--- src/design/sre_pkg.sv ---
// ----------------------------------------------------------------------------
// sre_pkg
// Shared types, widths, trig table and angle constants of the sensor ring
// direction estimator.
// ----------------------------------------------------------------------------
`default_nettype none

package sre_pkg;

    // field widths
    localparam int BITS_W   = 32;
    localparam int CENTER_W = 5;
    localparam int RADIUS_W = 4;
    localparam int ANGLE_W  = 15;
    localparam int COUNT_W  = 5;

    // configuration port
    localparam int PADDR_W = 2;
    localparam int PDATA_W = 32;
    localparam logic [PADDR_W-1:0] ADDR_WINDOW_RADIUS = 2'd0;
    localparam logic [RADIUS_W-1:0] RADIUS_RESET = 4'd7;

    // one lane per window position: at most 2*15+1 positions
    localparam int LANE_COUNT = 31;
    localparam int GROUP_COUNT = 8;
    localparam int GROUP_SIZE = 4;

    // arithmetic widths
    localparam int TRIG_W = 16;     // q1.14 cos/sin, +-16384
    localparam int PART_W = 18;     // sum of four lanes
    localparam int SUM_W  = 20;     // sum of all lanes
    localparam int GCNT_W = 3;      // active count of four lanes
    localparam int CORD_W = 34;     // cordic x/y datapath
    localparam int Z_W    = 24;     // angle accumulator, 1/16384 degree
    localparam int ITER   = 16;
    localparam int PRE_SHIFT = 10;

    localparam logic signed [Z_W-1:0] HALF_TURN = 24'sd2949120;
    localparam logic signed [Z_W-1:0] FULL_TURN = 24'sd5898240;
    localparam logic signed [Z_W-1:0] ROUND_HALF = 24'sd128;
    localparam logic [15:0] OUT_WRAP = 16'd23040;

    // atan(2^-i) in 1/16384 degree
    localparam logic signed [Z_W-1:0] ATAN_STEP [ITER] = '{
        24'sd737280, 24'sd435242, 24'sd229970, 24'sd116736,
        24'sd58595,  24'sd29326,  24'sd14667,  24'sd7334,
        24'sd3667,   24'sd1833,   24'sd917,    24'sd458,
        24'sd229,    24'sd115,    24'sd57,     24'sd29
    };

    typedef struct packed {
        logic                     active;
        logic signed [TRIG_W-1:0] x;
        logic signed [TRIG_W-1:0] y;
    } lane_t;

    typedef struct packed {
        logic signed [SUM_W-1:0] x;
        logic signed [SUM_W-1:0] y;
        logic [COUNT_W-1:0]      count;
    } sum_t;

    typedef struct packed {
        logic               angle_valid;
        logic [ANGLE_W-1:0] direction_angle;
        logic [COUNT_W-1:0] active_count;
    } result_t;

    // first quadrant cosine in steps of 11.25 degrees
    function automatic logic signed [TRIG_W-1:0] quarter_cos(input logic [3:0] idx);
        logic signed [TRIG_W-1:0] c;
        case (idx)
            4'd0:    c = 16'sd16384;
            4'd1:    c = 16'sd16069;
            4'd2:    c = 16'sd15137;
            4'd3:    c = 16'sd13623;
            4'd4:    c = 16'sd11585;
            4'd5:    c = 16'sd9102;
            4'd6:    c = 16'sd6270;
            4'd7:    c = 16'sd3196;
            default: c = 16'sd0;
        endcase
        return c;
    endfunction

    // cosine of sensor k at k*11.25 degrees
    function automatic logic signed [TRIG_W-1:0] ring_cos(input logic [4:0] k);
        logic [3:0] r;
        logic [3:0] rr;
        logic signed [TRIG_W-1:0] c;
        r  = {1'b0, k[2:0]};
        rr = 4'd8 - r;
        case (k[4:3])
            2'd0:    c = quarter_cos(r);
            2'd1:    c = -quarter_cos(rr);
            2'd2:    c = -quarter_cos(r);
            default: c = quarter_cos(rr);
        endcase
        return c;
    endfunction

    // sine is the cosine a quarter turn back
    function automatic logic signed [TRIG_W-1:0] ring_sin(input logic [4:0] k);
        return ring_cos(k + 5'd24);
    endfunction

endpackage

`default_nettype wire

--- src/design/sre_merge.sv ---
// ----------------------------------------------------------------------------
// sre_merge
// Two-stage registered adder tree over the lane contributions and the
// active flags.
// ----------------------------------------------------------------------------
`default_nettype none

module sre_merge (
    input  logic           clk,
    input  logic           rst_n,
    input  logic           en,
    input  logic           in_valid,
    input  sre_pkg::lane_t lanes [sre_pkg::LANE_COUNT],
    output logic           out_valid,
    output sre_pkg::sum_t  sum
);
    import sre_pkg::*;

    lane_t                    padded [GROUP_COUNT * GROUP_SIZE];
    logic signed [PART_W-1:0] px_next [GROUP_COUNT];
    logic signed [PART_W-1:0] py_next [GROUP_COUNT];
    logic [GCNT_W-1:0]        pc_next [GROUP_COUNT];
    logic signed [PART_W-1:0] px_reg  [GROUP_COUNT];
    logic signed [PART_W-1:0] py_reg  [GROUP_COUNT];
    logic [GCNT_W-1:0]        pc_reg  [GROUP_COUNT];
    logic                     part_v_reg;
    sum_t                     sum_next;
    sum_t                     sum_reg;
    logic                     sum_v_reg;

    // pad the lane row to a full group count
    always_comb
    begin
        for (int i = 0; i < GROUP_COUNT * GROUP_SIZE; i++)
        begin
            padded[i] = '0;
        end
        for (int i = 0; i < LANE_COUNT; i++)
        begin
            padded[i] = lanes[i];
        end
    end

    // first level: groups of four lanes
    always_comb
    begin
        for (int g = 0; g < GROUP_COUNT; g++)
        begin
            px_next[g] = '0;
            py_next[g] = '0;
            pc_next[g] = '0;
            for (int k = 0; k < GROUP_SIZE; k++)
            begin
                px_next[g] = px_next[g] + PART_W'(padded[g * GROUP_SIZE + k].x);
                py_next[g] = py_next[g] + PART_W'(padded[g * GROUP_SIZE + k].y);
                pc_next[g] = pc_next[g] + GCNT_W'(padded[g * GROUP_SIZE + k].active);
            end
        end
    end

    // second level: the eight group sums
    always_comb
    begin
        sum_next = '0;
        for (int g = 0; g < GROUP_COUNT; g++)
        begin
            sum_next.x     = sum_next.x + SUM_W'(px_reg[g]);
            sum_next.y     = sum_next.y + SUM_W'(py_reg[g]);
            sum_next.count = sum_next.count + COUNT_W'(pc_reg[g]);
        end
    end

    always_ff @(posedge clk)
    begin
        if (en)
        begin
            px_reg  <= px_next;
            py_reg  <= py_next;
            pc_reg  <= pc_next;
            sum_reg <= sum_next;
        end
    end

    always_ff @(posedge clk or negedge rst_n)
    begin
        if (!rst_n)
        begin
            part_v_reg <= 1'b0;
            sum_v_reg  <= 1'b0;
        end
        else if (en)
        begin
            part_v_reg <= in_valid;
            sum_v_reg  <= part_v_reg;
        end
    end

    assign out_valid = sum_v_reg;
    assign sum       = sum_reg;

endmodule

`default_nettype wire

--- config.mk ---
export PLATFORM = sky130hd
export DESIGN_NAME = sre_merge
export DESIGN_NICKNAME = d
export VERILOG_FILES = /design/src/design/sre_pkg.sv /design/src/design/sre_merge.sv
export SDC_FILE = /design/constraint.sdc
export NUM_CORES = 2
export LEC_CHECK = 0
export BUFFER_PORTS_ARGS = -buffer_cell sky130_fd_sc_hd__buf_2
export CORE_AREA = 2 2 416 418
export CTS_CLUSTER_DIAMETER = 120
export DETAILED_ROUTE_END_ITERATION = 16
export DIE_AREA = 0 0 418 420
export SLEW_MARGIN = 20
export SYNTH_ARGS = -nofsm -noshare
export SYNTH_HDL_FRONTEND = slang
export SYNTH_SLANG_ARGS = --single-unit
--- constraint.sdc ---
create_clock -name clk -period 10.8 [get_ports clk]
set_input_delay 0 -clock clk [delete_from_list [all_inputs] [get_ports clk]]
set_output_delay 0 -clock clk [all_outputs]
set_load 0.1 [all_outputs]
==> flow_summary.toml <==
[run_status]
status = "complete, no violations"

[worst_setup_path]
cp_max_fo = 3
cp.required_ns = 11.15
rrSetupSlack_ns = 5.76
reg2reg_from = "py_reg[56]"
setup.worst_path.end_class = "flip-flop"
arrival_ns = 5.39
r2r_cells = 17
path_class = "flip-flop to flip-flop"
r2r_end = "sum[23]"
start_kind = "flip-flop"

[final_layout]
syn2layout_area_growth_pct = 25.2
drive_gt1_share_pct = 25.4
final_cell_mix = "buf_2 (1071), fa_1 (738), inv_1 (554)"
final_common_cell = "buf_2"
nNetsFinal = 6687
utilization_pct = 30.0

[drt]
wl_mm = 152
via_per_inst = 4.39
first_iter_violations = 1758
vias = 30309
wl_met2_mm = 85.6
drt-pass1-iter-count = 5
wl_met1_mm = 52.6
routed.top_layer = "met5"
drtAntennaViolNets = 0
met3_length_mm = 7.51
wl_per_cell_um = 22.1
drc = 0

[synth]
synth_seq_area_share_pct = 26.2
yosysUniqueCellTypes = 73
syn_area_um2 = 40900
synth_seq_cells = 358
netlist_instances = 3423
async_flop_share_pct = 0.559
yosys_warnings = 0
synth_edf_count = 356
syn_nets = 5517
avgSynthCellArea_um2 = 12.0
synth_ff_type = "edfxtp_1"

[floorplanning]
die_height_um = 420
die_area_um2 = 176000
start_util_pct = 23.9
ioPinCount = 1073
rows = 152
core_um2 = 171000
die_w_um = 418

[min_path]
min_path_type = "primary input to flip-flop"
min_from = "lanes[82]"
hold_path_end = "px_reg[0]"
holdPathStages = 4

[sta]
setup-violations-final = 0
finClkSkew_ns = 0.0274
maxSlewViolCount = 0
slew_headroom_pct = 33.8
grt_setup_unrepaired = "false"
fmax_mhz = 198
timing.setup.tns_ns = 0
fin_crit_ns = 5.04
min_period_over_period_pct = 46.6
tightest_slew_ns = 0.985
hold_viol = 0

[clocking]
cts_tree = "built"
clk_pin_slew_worst_paths_ns = 0.06
root_buffer = "clkbuf_16"
clk_latency_ns = 0.60
cts_made_buffers = 46
max-clock-path-buffers = 3
clock_sinks = 358
htree_levels = 2
cts_setup_buffers = 0

[grt]
grt_max_degree = 92
grt_pass1_vias = 32921
gr-total-overflow = 0
grtUsageTotal_pct = 17.2
grt_pass1_wl_mm = 216
antenna_found_initial = 74

[place]
gp_congestion = 0.971
io_buffer_count = 1072
place.detailed.hpwl_mm = 137

[run]
drv_cap = 0
## synth_stat cells (6+ instances only)
library cell,count,share of area [%]
and3_1,23,0.35
nor2_1,126,1.2
o211ai_1,16,0.29
o21bai_1,31,0.57
o31a_1,8,0.17
nor2b_1,51,0.78
a21boi_0,10,0.18
nand4_1,22,0.34
or2_2,10,0.15
inv_1,554,5.1
nand2_1,95,0.87
mux2i_1,7,0.17
or3_1,15,0.23
nand3_1,42,0.51
nand2b_1,34,0.52
a31oi_1,21,0.32
clkbuf_1,15,0.14
a311oi_1,6,0.13
a211o_1,9,0.19
xnor2_1,180,3.9
a2111oi_0,6,0.13
fa_1,738,36
edfxtp_1,356,26
a21o_1,78,1.4
nor3_1,45,0.55
and2_1,7,0.11
o22ai_1,9,0.14
o31ai_1,13,0.24
xor2_1,72,1.5
o21ai_0,140,1.7
o21a_1,51,0.94
a41oi_1,6,0.13
a31o_2,8,0.17
a211oi_1,29,0.53
a21oi_1,181,2.2
ha_1,329,10
## critical path: stages (launching register included)
cell      delay, ns
edfxtp_1       0.32
inv_1          0.05
fa_1           0.53
inv_1          0.06
fa_1           0.49
fa_1           0.48
inv_1          0.05
fa_1           0.48
inv_1          0.05
ha_1           0.23
fa_1           0.46
a21o_1         0.19
a211oi_1       0.32
o21ai_0        0.22
a41oi_1        0.39
or3_1          0.20
a211oi_1       0.09
xor2_1         0.15
## timing repair
item                       CTS  global route
setup endpoints to repair    0             0
resized for setup            0             0
hold endpoints to repair    95             3
hold buffers                52             5
## layout make-up
type / instances / area, µm²
clock buffer: 61 / 1230
multi-input combinational: 2496 / 28100
tap: 2233 / 2790
inverter: 554 / 2080
sequential: 358 / 10700
antenna: 36 / 90.1
timing repair buffer: 1137 / 6010
clock inverter: 22 / 240
fill: 17571 / 120000
## cells by family (layout without fill, tap and decap cells)
kind of cell               after synthesis  count (layout)  share of synthesized area, %
muxes                                    9               9                         0.226
AOI/OAI and AO/OA                      675             675                          10.8
adders and majority gates             1067            1067                          46.2
buffers and inverters                  569            1774                          5.22
xor gates and xnor gates               252             252                          5.39
and+or+nand+nor                        493             493                          6.01
DFF                                    358             358                          26.2
other                                    0              36                             0
## metrics by stage
stage	worst slack, ns	instance area, µm²	cells	hold WS, ns
3_5_place_dp	5.81	49100	6721	-0.210
5_1_grt	5.41	51200	6880	0.00757
6_report	5.76	51200	6897	0.00204
3_3_place_gp	5.82	49100	6721	-0.215
2_1_floorplan	6.20	40900	3423	-0.296
4_1_cts	5.78	51100	6856	0.00181
## how the worst max path moves through the flow
stage / startpoint / endpoint / slack (ns) / cells after the start
floorplan: py_reg[56] / sum[23] / 6.20 / 17
global route: py_reg[56] / sum[23] / 5.41 / 17
finish: py_reg[56] / sum[23] / 5.76 / 17
detailed placement: py_reg[56] / sum[23] / 5.81 / 17
CTS: py_reg[56] / sum[23] / 5.78 / 17
global placement: py_reg[56] / sum[23] / 5.82 / 17
## routing by layer
layer | track usage [%] | vias to the layer above
li1 | - | 14010
met3 | 2.64 | 252
met4 | 6.08 | 18
met5 | 0 | -
met2 | 34.4 | 1162
met1 | 17.7 | 14867
Power is not shown: default switching activity piles up to over one toggle a cycle in this logic, so the estimate is an artifact.
