<file path="src/design/sre_pkg.sv">
// ----------------------------------------------------------------------------
// sre_pkg
// Shared types, widths, trig table and angle constants of the sensor ring
// direction estimator.
// ----------------------------------------------------------------------------
`default_nettype none

package sre_pkg;

    // field widths
    localparam int BITS_W   = 32;
    localparam int CENTER_W = 5;
    localparam int RADIUS_W = 4;
    localparam int ANGLE_W  = 15;
    localparam int COUNT_W  = 5;

    // configuration port
    localparam int PADDR_W = 2;
    localparam int PDATA_W = 32;
    localparam logic [PADDR_W-1:0] ADDR_WINDOW_RADIUS = 2'd0;
    localparam logic [RADIUS_W-1:0] RADIUS_RESET = 4'd7;

    // one lane per window position: at most 2*15+1 positions
    localparam int LANE_COUNT = 31;
    localparam int GROUP_COUNT = 8;
    localparam int GROUP_SIZE = 4;

    // arithmetic widths
    localparam int TRIG_W = 16;     // q1.14 cos/sin, +-16384
    localparam int PART_W = 18;     // sum of four lanes
    localparam int SUM_W  = 20;     // sum of all lanes
    localparam int GCNT_W = 3;      // active count of four lanes
    localparam int CORD_W = 34;     // cordic x/y datapath
    localparam int Z_W    = 24;     // angle accumulator, 1/16384 degree
    localparam int ITER   = 16;
    localparam int PRE_SHIFT = 10;

    localparam logic signed [Z_W-1:0] HALF_TURN = 24'sd2949120;
    localparam logic signed [Z_W-1:0] FULL_TURN = 24'sd5898240;
    localparam logic signed [Z_W-1:0] ROUND_HALF = 24'sd128;
    localparam logic [15:0] OUT_WRAP = 16'd23040;

    // atan(2^-i) in 1/16384 degree
    localparam logic signed [Z_W-1:0] ATAN_STEP [ITER] = '{
        24'sd737280, 24'sd435242, 24'sd229970, 24'sd116736,
        24'sd58595,  24'sd29326,  24'sd14667,  24'sd7334,
        24'sd3667,   24'sd1833,   24'sd917,    24'sd458,
        24'sd229,    24'sd115,    24'sd57,     24'sd29
    };

    typedef struct packed {
        logic                     active;
        logic signed [TRIG_W-1:0] x;
        logic signed [TRIG_W-1:0] y;
    } lane_t;

    typedef struct packed {
        logic signed [SUM_W-1:0] x;
        logic signed [SUM_W-1:0] y;
        logic [COUNT_W-1:0]      count;
    } sum_t;

    typedef struct packed {
        logic               angle_valid;
        logic [ANGLE_W-1:0] direction_angle;
        logic [COUNT_W-1:0] active_count;
    } result_t;

    // first quadrant cosine in steps of 11.25 degrees
    function automatic logic signed [TRIG_W-1:0] quarter_cos(input logic [3:0] idx);
        logic signed [TRIG_W-1:0] c;
        case (idx)
            4'd0:    c = 16'sd16384;
            4'd1:    c = 16'sd16069;
            4'd2:    c = 16'sd15137;
            4'd3:    c = 16'sd13623;
            4'd4:    c = 16'sd11585;
            4'd5:    c = 16'sd9102;
            4'd6:    c = 16'sd6270;
            4'd7:    c = 16'sd3196;
            default: c = 16'sd0;
        endcase
        return c;
    endfunction

    // cosine of sensor k at k*11.25 degrees
    function automatic logic signed [TRIG_W-1:0] ring_cos(input logic [4:0] k);
        logic [3:0] r;
        logic [3:0] rr;
        logic signed [TRIG_W-1:0] c;
        r  = {1'b0, k[2:0]};
        rr = 4'd8 - r;
        case (k[4:3])
            2'd0:    c = quarter_cos(r);
            2'd1:    c = -quarter_cos(rr);
            2'd2:    c = -quarter_cos(r);
            default: c = quarter_cos(rr);
        endcase
        return c;
    endfunction

    // sine is the cosine a quarter turn back
    function automatic logic signed [TRIG_W-1:0] ring_sin(input logic [4:0] k);
        return ring_cos(k + 5'd24);
    endfunction

endpackage

`default_nettype wire

</file>
<file path="src/design/sre_lane.sv">
// ----------------------------------------------------------------------------
// sre_lane
// One window position: ring index, active test and cos/sin contribution,
// registered.
// ----------------------------------------------------------------------------
`default_nettype none

module sre_lane #(
    parameter int SENSOR_COUNT = 32,
    parameter int LANE_IDX     = 0
) (
    input  logic                            clk,
    input  logic                            en,
    input  logic [sre_pkg::BITS_W-1:0]      sensor_bits,
    input  logic [sre_pkg::CENTER_W-1:0]    window_center,
    input  logic [sre_pkg::RADIUS_W-1:0]    radius,
    output sre_pkg::lane_t                  lane
);
    import sre_pkg::*;

    localparam int POS_W = 10;
    localparam logic [POS_W-1:0] OFFSET = POS_W'(LANE_IDX + 2 * SENSOR_COUNT);
    localparam logic [POS_W-1:0] MOD8 = POS_W'(8 * SENSOR_COUNT);
    localparam logic [POS_W-1:0] MOD4 = POS_W'(4 * SENSOR_COUNT);
    localparam logic [POS_W-1:0] MOD2 = POS_W'(2 * SENSOR_COUNT);
    localparam logic [POS_W-1:0] MOD1 = POS_W'(SENSOR_COUNT);
    localparam logic [4:0] LANE_POS = 5'(LANE_IDX);

    logic [POS_W-1:0] v;
    logic [4:0]       pos;
    logic             in_window;
    lane_t            lane_next;
    lane_t            lane_reg;

    // ring position reduced by conditional subtraction of multiples
    always_comb
    begin
        v = {6'd0, window_center[3:0]} + {5'd0, window_center[4], 4'd0} + OFFSET
            - POS_W'(radius);
        if (v >= MOD8)
        begin
            v = v - MOD8;
        end
        if (v >= MOD4)
        begin
            v = v - MOD4;
        end
        if (v >= MOD2)
        begin
            v = v - MOD2;
        end
        if (v >= MOD1)
        begin
            v = v - MOD1;
        end
    end

    assign pos       = v[4:0];
    assign in_window = ({radius, 1'b0} >= LANE_POS);

    // contribution of this position
    always_comb
    begin
        lane_next.active = in_window && !sensor_bits[pos];
        lane_next.x      = lane_next.active ? ring_cos(pos) : '0;
        lane_next.y      = lane_next.active ? ring_sin(pos) : '0;
    end

    always_ff @(posedge clk)
    begin
        if (en)
        begin
            lane_reg <= lane_next;
        end
    end

    assign lane = lane_reg;

endmodule

`default_nettype wire

</file>
<file path="config.mk">
export PLATFORM = sky130hd
export DESIGN_NAME = sre_lane
export DESIGN_NICKNAME = d
export VERILOG_FILES = /design/src/design/sre_pkg.sv /design/src/design/sre_lane.sv
export SDC_FILE = /design/constraint.sdc
export NUM_CORES = 1
export LEC_CHECK = 0
export BUFFER_PORTS_ARGS = -buffer_cell sky130_fd_sc_hd__buf_2
export CAP_MARGIN = 25
export CORE_MARGIN = 2
export CORE_UTILIZATION = 50
export CTS_CLUSTER_SIZE = 25
export DETAILED_ROUTE_END_ITERATION = 7
export PLACE_DENSITY_LB_ADDON = 0.3
export SLEW_MARGIN = 0
export SYNTH_ARGS = -nofsm -noshare
export SYNTH_HDL_FRONTEND = slang
export SYNTH_SLANG_ARGS = --single-unit
export TNS_END_PERCENT = 50
</file>
<file path="constraint.sdc">
create_clock -name clk -period 4.07 [get_ports clk]
set_clock_uncertainty 0.1 [all_clocks]
set_input_delay 0.407 -clock clk [delete_from_list [all_inputs] [get_ports clk]]
set_output_delay 0.407 -clock clk [all_outputs]
set_load 0.02 [all_outputs]
</file>
==> impl_metrics.py, run 1 <==
metrics = {
    "setup_path": {
        "cp.required_ns": 3.99,
        "max_stage_delay_ns": 0.52,
        "worstPathCellList": "buf_2, inv_1, ha_1, inv_1, fa_2, inv_2, ha_4, inv_1, ha_4, buf_4, nand2b_1, o21ai_0, and4b_1, a21boi_0, a211oi_1, a211oi_1",
        "cp.arrival_ns": 3.77,
        "crit_type": "in -> reg",
        "startpoint_type": "input pin",
        "cp_common_cell": "inv_1",
        "critPathLaunch": "window_center[0]",
        "slowest_stage": "o21ai_0",
        "critPathCaptureType": "register",
        "cp_max_fo": 8,
    },
    "global_routing": {
        "grt_overflow": 0,
        "antenna_found_initial": 0,
        "grt_max_degree": 44,
        "grt_pass1_wl_um": 17000,
        "grt_use_total": 0.301,
        "grt_pass1_vias": 3361,
    },
    "sta": {
        "slew_viol_final": 0,
        "max_slew_margin": 0.477,
        "fmax_mhz": 260,
        "fin_crit_ns": 3.85,
        "tightestPinTransition_ns": 0.785,
        "period_share": 0.945,
        "worst_hold_slack_ns": 0.637,
        "hold_violations": 0,
        "setup_viol": 0,
        "rsz0062_at_grt": "no",
    },
    "placed_design": {
        "dp_hpwl_um": 8140,
        "gp_congestion": 0.933,
        "dpl_cell_area_um2": 3910,
        "port_buffers": 75,
    },
    "clocking": {
        "cts_sinks": 33,
        "cts.path.max_buffers": 2,
        "numCtsBuffers": 5,
        "hold_buffers": 0,
        "h-tree-depth": 2,
        "cts.clk_slew.worst_paths_ns": 0.07,
        "cts_tree": "built",
        "clockRootBuffer": "clkbuf_8",
    },
    "final_layout": {
        "drive_gt1_frac": 0.291,
        "final_util": 0.627,
        "postLayoutCellArea_um2": 4000,
        "nNetsFinal": 537,
        "area_delta_synth_final_pct": 20.5,
        "largest_register_ffs": 33,
        "fillerInstances": 589,
        "n_antenna_cell": 0,
    },
    "floorplanning": {
        "fp.dieH_um": 85.5,
        "die_x_um": 85.5,
        "pin_count": 76,
        "die_area_um2": 7310,
        "initial_utilization": 0.520,
        "row_count": 29,
        "core_area_um2": 6390,
    },
    "synth": {
        "ys.flop_type": "edfxtp_1",
        "yosys.area.top_type": "edfxtp_1",
        "yosys.cell_types.count": 57,
        "ys_top_cells_by_count": "nor2_1 (47), nand2_1 (34), edfxtp_1 (33)",
        "synth_area_um2": 3320,
        "ys_ff_latch": 33,
        "synth.avg_cell_area_um2": 8.41,
        "synth_edf_count": 33,
        "yosys_warnings": 0,
        "synth_area_leaders": "edfxtp_1 (30%), ha_1 (6.4%), nor2_1 (5.3%), a211oi_1 (5.0%), mux4_2 (4.7%)",
        "post-synth-top-count-cell": "nor2_1",
        "synth_cells": 395,
        "synth_top_area_share": 0.298,
        "yosysSeqAreaShare": 0.298,
        "async_flop_share": 0,
        "syn_nets": 456,
    },
    "pwr": {
        "p_total_mw": 2.08,
        "p_per_area_nw_per_um2": 519,
        "p_switching_mw": 0.968,
        "pwr-share-comb": 0.628,
        "seqPwrFrac": 0.253,
        "swShare": 0.466,
        "irDropWorstVdd_v": 0.000317,
        "clkPwrFrac": 0.119,
        "internal_power_mw": 1.11,
        "p_leak_nw": 1.68,
    },
    "outcome": {
        "outcome": "finished clean",
    },
    "detailed_routing": {
        "drtPass1Iterations": 5,
        "drc": 0,
        "drtIter0Drc": 342,
        "ant_nets": 0,
        "via_per_inst": 6.42,
        "vias": 3558,
        "drt-total-wl_um": 10900,
        "wl_per_cell_um": 19.8,
    },
    "job": {
        "maxCapViolations": 0,
    },
    "worst_hold_path": {
        "min_from": "en",
        "hold_depth": 1,
        "hp-class": "in -> reg",
    },
}
[metrics by stage]
step                      setup TNS (ns)  instances  setup slack, ns
after floorplan                        0        395           0.0483
after global placement           -0.0348        546          -0.0348
after detailed placement               0        546           0.0245
after CTS                              0        554            0.310
after global routing                   0        554            0.106
final                                  0        554            0.222
[worst max-delay path: cells and delay by family]
kind	cells	cell delay [ns]
compound gates	4	1.11
simple gates	2	0.62
buf+inv	6	0.52
fa+ha+maj	4	1.12
[what timing repair did]
item	CTS	global route
setup buffers	0	0
setup endpoints to repair	0	1
resized for setup	0	1
[logic make-up (layout without fill, tap and decap cells)]
logic type	Yosys count	count (layout)	share of synthesized area
xor+xnor	13	13	0.0365
mux	16	16	0.0757
buf+inv	46	128	0.0648
simple gates	148	148	0.212
flops	33	33	0.298
compound gates	121	121	0.242
fa+ha+maj	18	18	0.0701
[cell usage in the layout (no fill, tap or decap), types with 6 or more instances in the layout]
master	netlist	routed
mux4_2	7	7
mux2i_1	6	6
nand3_1	19	19
a211oi_1	22	22
o21ai_0	25	25
buf_4	0	27
a311oi_1	6	6
edfxtp_1	33	33
ha_1	17	14
buf_2	10	75
xnor2_1	9	8
nor2_1	47	46
nor3_1	16	16
inv_1	15	14
a21oi_1	27	27
nand2_1	34	34
[metal layers]
layer | share of wire | track usage | vias to the layer above
li1 | - | - | 1650
met1 | 0.40 | 0.398 | 1628
met2 | 0.46 | 0.484 | 244
met4 | 0.036 | 0.139 | 0
met5 | 0 | 0 | -
met3 | 0.097 | 0.0510 | 36
[worst paths after layout]
path,slack (ns),endpoint
setup / recovery,0.22,lane[13]
hold / removal,0.64,lane[7]
[power groups by stage]
stage / combinational, mW / clock (mW) / sequential [mW]
after floorplan: 0.754 / 0 / 0.655
after global placement: 1.27 / 0 / 0.531
after detailed placement: 1.28 / 0 / 0.534
after CTS: 1.28 / 0.246 / 0.528
after global routing: 1.41 / 0.255 / 0.535
final: 1.30 / 0.247 / 0.526
[area by class of cell]
cell class | instances | area, µm² | share of cell area
Clock buffer | 6 | 72.6 | 0.0181
Clock inverter | 2 | 10.0 | 0.00250
Inverter | 16 | 60.1 | 0.0150
Multi-Input combinational cell | 316 | 2160 | 0.538
Sequential cell | 33 | 991 | 0.247
Tap cell | 77 | 96.3 | 0.0241
Timing Repair Buffer | 104 | 618 | 0.154
Power figures use the tool's default switching activity.
==> inputs of run 2 (changes only) <==
--- a/config.mk
+++ b/config.mk
@@ -11,6 +11,8 @@
 export CORE_UTILIZATION = 50
 export CTS_CLUSTER_SIZE = 25
 export DETAILED_ROUTE_END_ITERATION = 7
+export GPL_TIMING_DRIVEN = 1
+export MAX_ROUTING_LAYER = met4
 export PLACE_DENSITY_LB_ADDON = 0.3
 export SLEW_MARGIN = 0
 export SYNTH_ARGS = -nofsm -noshare
==> run 2 against run 1 <==
Core utilization about the same. Die area unchanged. Cell area about the same. Critical path depth increased by 4. Highest routed layer unchanged. Via count fell by 1.5%.
==> impl_metrics.py, run 2 (synthesis gave the netlist of run 1 again) <==
metrics = {
    "detailed_routing": {
        "via_per_inst": 6.28,
        "drtIter0Drc": 423,
        "vias": 3504,
        "drc": 0,
        "drt-total-wl_um": 10300,
        "drtPass1Iterations": 6,
        "ant_nets": 0,
        "wl_per_cell_um": 18.5,
    },
    "global_routing": {
        "antenna_found_initial": 0,
        "grt_use_total": 0.297,
        "grt_max_degree": 44,
        "grt_pass1_vias": 3201,
        "grt_overflow": 0,
        "grt_pass1_wl_um": 16500,
    },
    "setup_path": {
        "critPathLaunch": "window_center[0]",
        "critPathCaptureType": "register",
        "cp.arrival_ns": 3.78,
        "cp.required_ns": 4.05,
        "cp_max_fo": 11,
        "startpoint_type": "input pin",
        "crit_type": "in -> reg",
    },
    "outcome": {
        "outcome": "finished clean",
    },
    "sta": {
        "fmax_mhz": 263,
        "setup_viol": 0,
        "rsz0062_at_grt": "no",
        "fin_crit_ns": 3.81,
        "hold_violations": 0,
        "max_slew_margin": 0.530,
        "slew_viol_final": 0,
        "fin_setup_tns_ns": 0,
        "worst_slack_ns": 0.261,
        "tightestPinTransition_ns": 0.705,
        "worst_hold_slack_ns": 0.613,
        "period_share": 0.936,
    },
    "final_layout": {
        "regArea_um2": 991,
        "final_util": 0.627,
        "layout_commonest_cell": "buf_2",
        "drive_gt1_frac": 0.295,
        "multi_input_area_um2": 2150,
        "fillerInstances": 559,
        "postLayoutCellArea_um2": 4000,
        "largest_register_ffs": 33,
        "final_cell_mix": "buf_2 (75), nor2_1 (46), nand2_1 (34)",
        "final_cells": 558,
        "nNetsFinal": 541,
        "n_antenna_cell": 0,
        "area_delta_synth_final_pct": 20.5,
    },
    "worst_hold_path": {
        "hold_depth": 1,
        "hold_end": "lane[7]",
        "hp-class": "in -> reg",
        "min_from": "en",
    },
    "pwr": {
        "p_total_mw": 2.04,
        "p_per_area_nw_per_um2": 509,
        "p_leak_nw": 1.69,
        "irDropWorstVdd_v": 0.000288,
    },
    "clocking": {
        "h-tree-depth": 2,
        "post_cts_buffers": 0,
        "cts.path.max_buffers": 2,
        "cts_tree": "built",
        "clockRootBuffer": "clkbuf_8",
        "cts.clk_slew.worst_paths_ns": 0.06,
        "hold_buffers": 0,
        "cts_sinks": 33,
        "cts_resized": 0,
        "numCtsBuffers": 5,
    },
    "floorplanning": {
        "die_area_um2": 7310,
        "row_count": 29,
        "pin_count": 76,
        "initial_utilization": 0.520,
        "fp.dieH_um": 85.5,
        "die_x_um": 85.5,
        "core_area_um2": 6390,
    },
    "placed_design": {
        "gp_congestion": 0.988,
        "dp_hpwl_um": 7820,
        "dpl_cell_area_um2": 3920,
        "port_buffers": 75,
        "dp_slack_ns": 0.0281,
        "dp.cells": 550,
    },
    "job": {
        "maxCapViolations": 0,
    },
}
==> run 2: changes by cell type in the layout (fill, tap and decap cells not counted), sizes merged <==
| cell | previous run | this run |
|---|---|---|
| buf | 104 | 108 |
==> run 2: layer usage <==
metal	share of wire	wire length, µm	track usage
met5	0	0	-
met4	0.030	307	0.107
met3	0.089	912	0.0395
met2	0.46	4750	0.474
met1	0.42	4330	0.388
==> run 2: worst max-delay path by stage <==
stage	end	slack, ns	depth (start not counted)
floorplan	lane[14]	0.05	21
global placement	lane[14]	0.15	20
detailed placement	lane[14]	0.03	20
CTS	lane[14]	0.30	20
global route	lane[14]	0.03	20
finish	lane[14]	0.26	20
==> run 2: final cells by class <==
cell class	count	share of cell area
repair buffers	108	0.156
multi-input cells	316	0.537
clock buffers	6	0.0181
inverters	16	0.0150
flip-flops and latches	33	0.248
clock inverters	2	0.00250
well taps	77	0.0241
==> run 2: critical path, stage by stage <==
cell and delay, ns:
buf_2 0.10, inv_1 0.04, ha_1 0.16, inv_1 0.06, fa_2 0.57, inv_2 0.06
ha_4 0.15, inv_1 0.10, ha_4 0.24, inv_1 0.14, mux2i_1 0.20, a21oi_1 0.09
inv_1 0.09, ha_2 0.22, nand2_1 0.14, nor2_1 0.17, nand3_1 0.13, xnor2_1 0.23
a211oi_1 0.11, a2111oi_1 0.37
==> run 2: where the power goes <==
| group | switching, mW | internal, mW | leakage (nW) |
|---|---|---|---|
| clock network | 0.117 | 0.118 | 0.0450 |
| registers | 0.0186 | 0.505 | 0.319 |
| logic | 0.799 | 0.478 | 1.32 |
| total | 0.935 | 1.10 | 1.69 |
==> inputs of run 3 (changes only) <==
--- a/config.mk
+++ b/config.mk
@@ -8,7 +8,7 @@
 export BUFFER_PORTS_ARGS = -buffer_cell sky130_fd_sc_hd__buf_2
 export CAP_MARGIN = 25
 export CORE_MARGIN = 2
-export CORE_UTILIZATION = 50
+export CORE_UTILIZATION = 25
 export CTS_CLUSTER_SIZE = 25
 export DETAILED_ROUTE_END_ITERATION = 7
 export GPL_TIMING_DRIVEN = 1
==> run 3 against run 2 <==
Sequential power about the same. First-iteration DRC count decreased by 30%. Critical path depth down 2. Count of clock-buffer cells in the layout unchanged. Worst setup slack gained 0.052 ns. Combinational power increased by 3%. Cell count rose by 19%. Maximum frequency up 1.4%. Sequential cell count unchanged. Wire length up 6.3%. Power is 7.4% higher. Critical endpoint is now lane[12]. Largest cell class unchanged.
==> impl_metrics.py, run 3 (synthesis gave the netlist of run 1 again) <==
metrics = {
    "floorplanning": {
        "initial_utilization": 0.254,
        "core_area_um2": 13100,
        "pin_count": 76,
        "die_area_um2": 14200,
        "row_count": 42,
        "fp.dieH_um": 119,
        "die_x_um": 119,
    },
    "clocking": {
        "cts_sinks": 33,
        "clockRootBuffer": "clkbuf_16",
        "numCtsBuffers": 5,
        "cts_tree": "built",
        "cts.clk_slew.worst_paths_ns": 0.05,
        "hold_buffers": 0,
        "h-tree-depth": 2,
        "cts.path.max_buffers": 2,
    },
    "sta": {
        "max_slew_margin": 0.493,
        "hold_violations": 0,
        "rsz0062_at_grt": "no",
        "slew_viol_final": 0,
        "tightestPinTransition_ns": 0.761,
        "fin_crit_ns": 3.76,
        "setup_viol": 0,
        "fmax_mhz": 266,
        "period_share": 0.923,
        "worst_slack_ns": 0.313,
        "fin_setup_tns_ns": 0,
    },
    "pwr": {
        "p_per_area_nw_per_um2": 513,
        "p_leak_nw": 1.74,
        "irDropWorstVdd_v": 0.000159,
        "p_total_mw": 2.19,
    },
    "final_layout": {
        "drive_gt1_frac": 0.302,
        "postLayoutCellArea_um2": 4260,
        "layout_commonest_cell": "buf_2",
        "largest_register_ffs": 33,
        "nNetsFinal": 547,
        "n_antenna_cell": 0,
        "area_delta_synth_final_pct": 28.2,
        "final_cell_mix": "buf_2 (75), nor2_1 (46), buf_4 (37)",
    },
    "setup_path": {
        "cp.required_ns": 4.00,
        "cp.arrival_ns": 3.69,
        "slowest_stage": "fa_2",
        "cp_common_cell": "ha_1",
        "max_stage_delay_ns": 0.58,
        "worstPathCellList": "buf_2, inv_1, ha_1, inv_1, fa_2, buf_4, ha_1, a21boi_0, buf_4, ha_1, ha_1, nand3b_1, buf_4, o21bai_1, o21ai_0, o21ai_0, a21o_1, a221oi_1",
        "startpoint_type": "input pin",
        "crit_type": "in -> reg",
        "critPathCaptureType": "register",
        "cp_max_fo": 10,
        "critPathLaunch": "window_center[0]",
    },
    "detailed_routing": {
        "drt-total-wl_um": 11000,
        "via_per_inst": 5.21,
        "drtPass1Iterations": 5,
        "drtIter0Drc": 295,
        "wl_per_cell_um": 16.5,
        "drc": 0,
        "vias": 3448,
        "ant_nets": 0,
    },
    "global_routing": {
        "grt_overflow": 0,
        "antenna_found_initial": 0,
        "grt_pass1_vias": 3327,
        "grt_use_total": 0.161,
        "grt_max_degree": 50,
        "grt_pass1_wl_um": 17700,
    },
    "placed_design": {
        "dp_hpwl_um": 8330,
        "dpl_cell_area_um2": 4090,
        "dp_slack_ns": -0.0184,
        "gp_congestion": 0.944,
        "port_buffers": 75,
    },
    "job": {
        "maxCapViolations": 0,
    },
    "worst_hold_path": {
        "min_from": "en",
        "hp-class": "in -> reg",
    },
    "outcome": {
        "outcome": "finished clean",
    },
}
[run 3: worst paths after layout]
kind,endpoint,slack [ns],cells after the start
setup / recovery,lane[12],0.31,18
hold / removal,lane[19],0.64,1
[run 3: worst max-delay path: cells and delay by family]
family,cells,cell delay (ns)
AOI/OAI and AO/OA,6,1.01
adders and majority gates,5,1.39
buffers and inverters,6,0.70
and+or+nand+nor,1,0.15
[run 3: per-stage QoR]
stage	utilization	cells	hold WS (ns)
finish	0.325	662	0.642
global route	0.325	662	0.691
CTS	0.323	661	0.677
detailed placement	0.313	654	0.753
global placement	0.313	654	0.754
floorplan	-	395	0.419
[run 3: report_power, final]
part	internal (mW)	switching, mW	total [mW]	leakage [nW]
clock network	0.221	0.124	0.344	0.0644
registers	0.506	0.0178	0.524	0.319
logic	0.508	0.810	1.32	1.36
total	1.23	0.952	2.19	1.74
[run 3: area by class of cell]
class,count,area (µm²)
fill,1382,8830
multi-input combinational,316,2170
sequential,33,991
timing repair buffer,114,688
tap,176,220
clock buffer,6,129
inverter,16,60.1
clock inverter,1,3.75
[run 3: layer usage]
metal	wire length, µm	vias to the layer above	share of wire	global-route usage
met5	0	-	0	-
li1	-	1665	-	-
met1	4820	1622	0.44	0.216
met3	708	16	0.065	0.0206
met2	5160	145	0.47	0.247
met4	265	0	0.024	0.0603
[run 3: timing repair]
action / CTS / global route
resized for setup: 0 / 2
setup endpoints to repair: 0 / 1
buffers inserted: 0 / 0
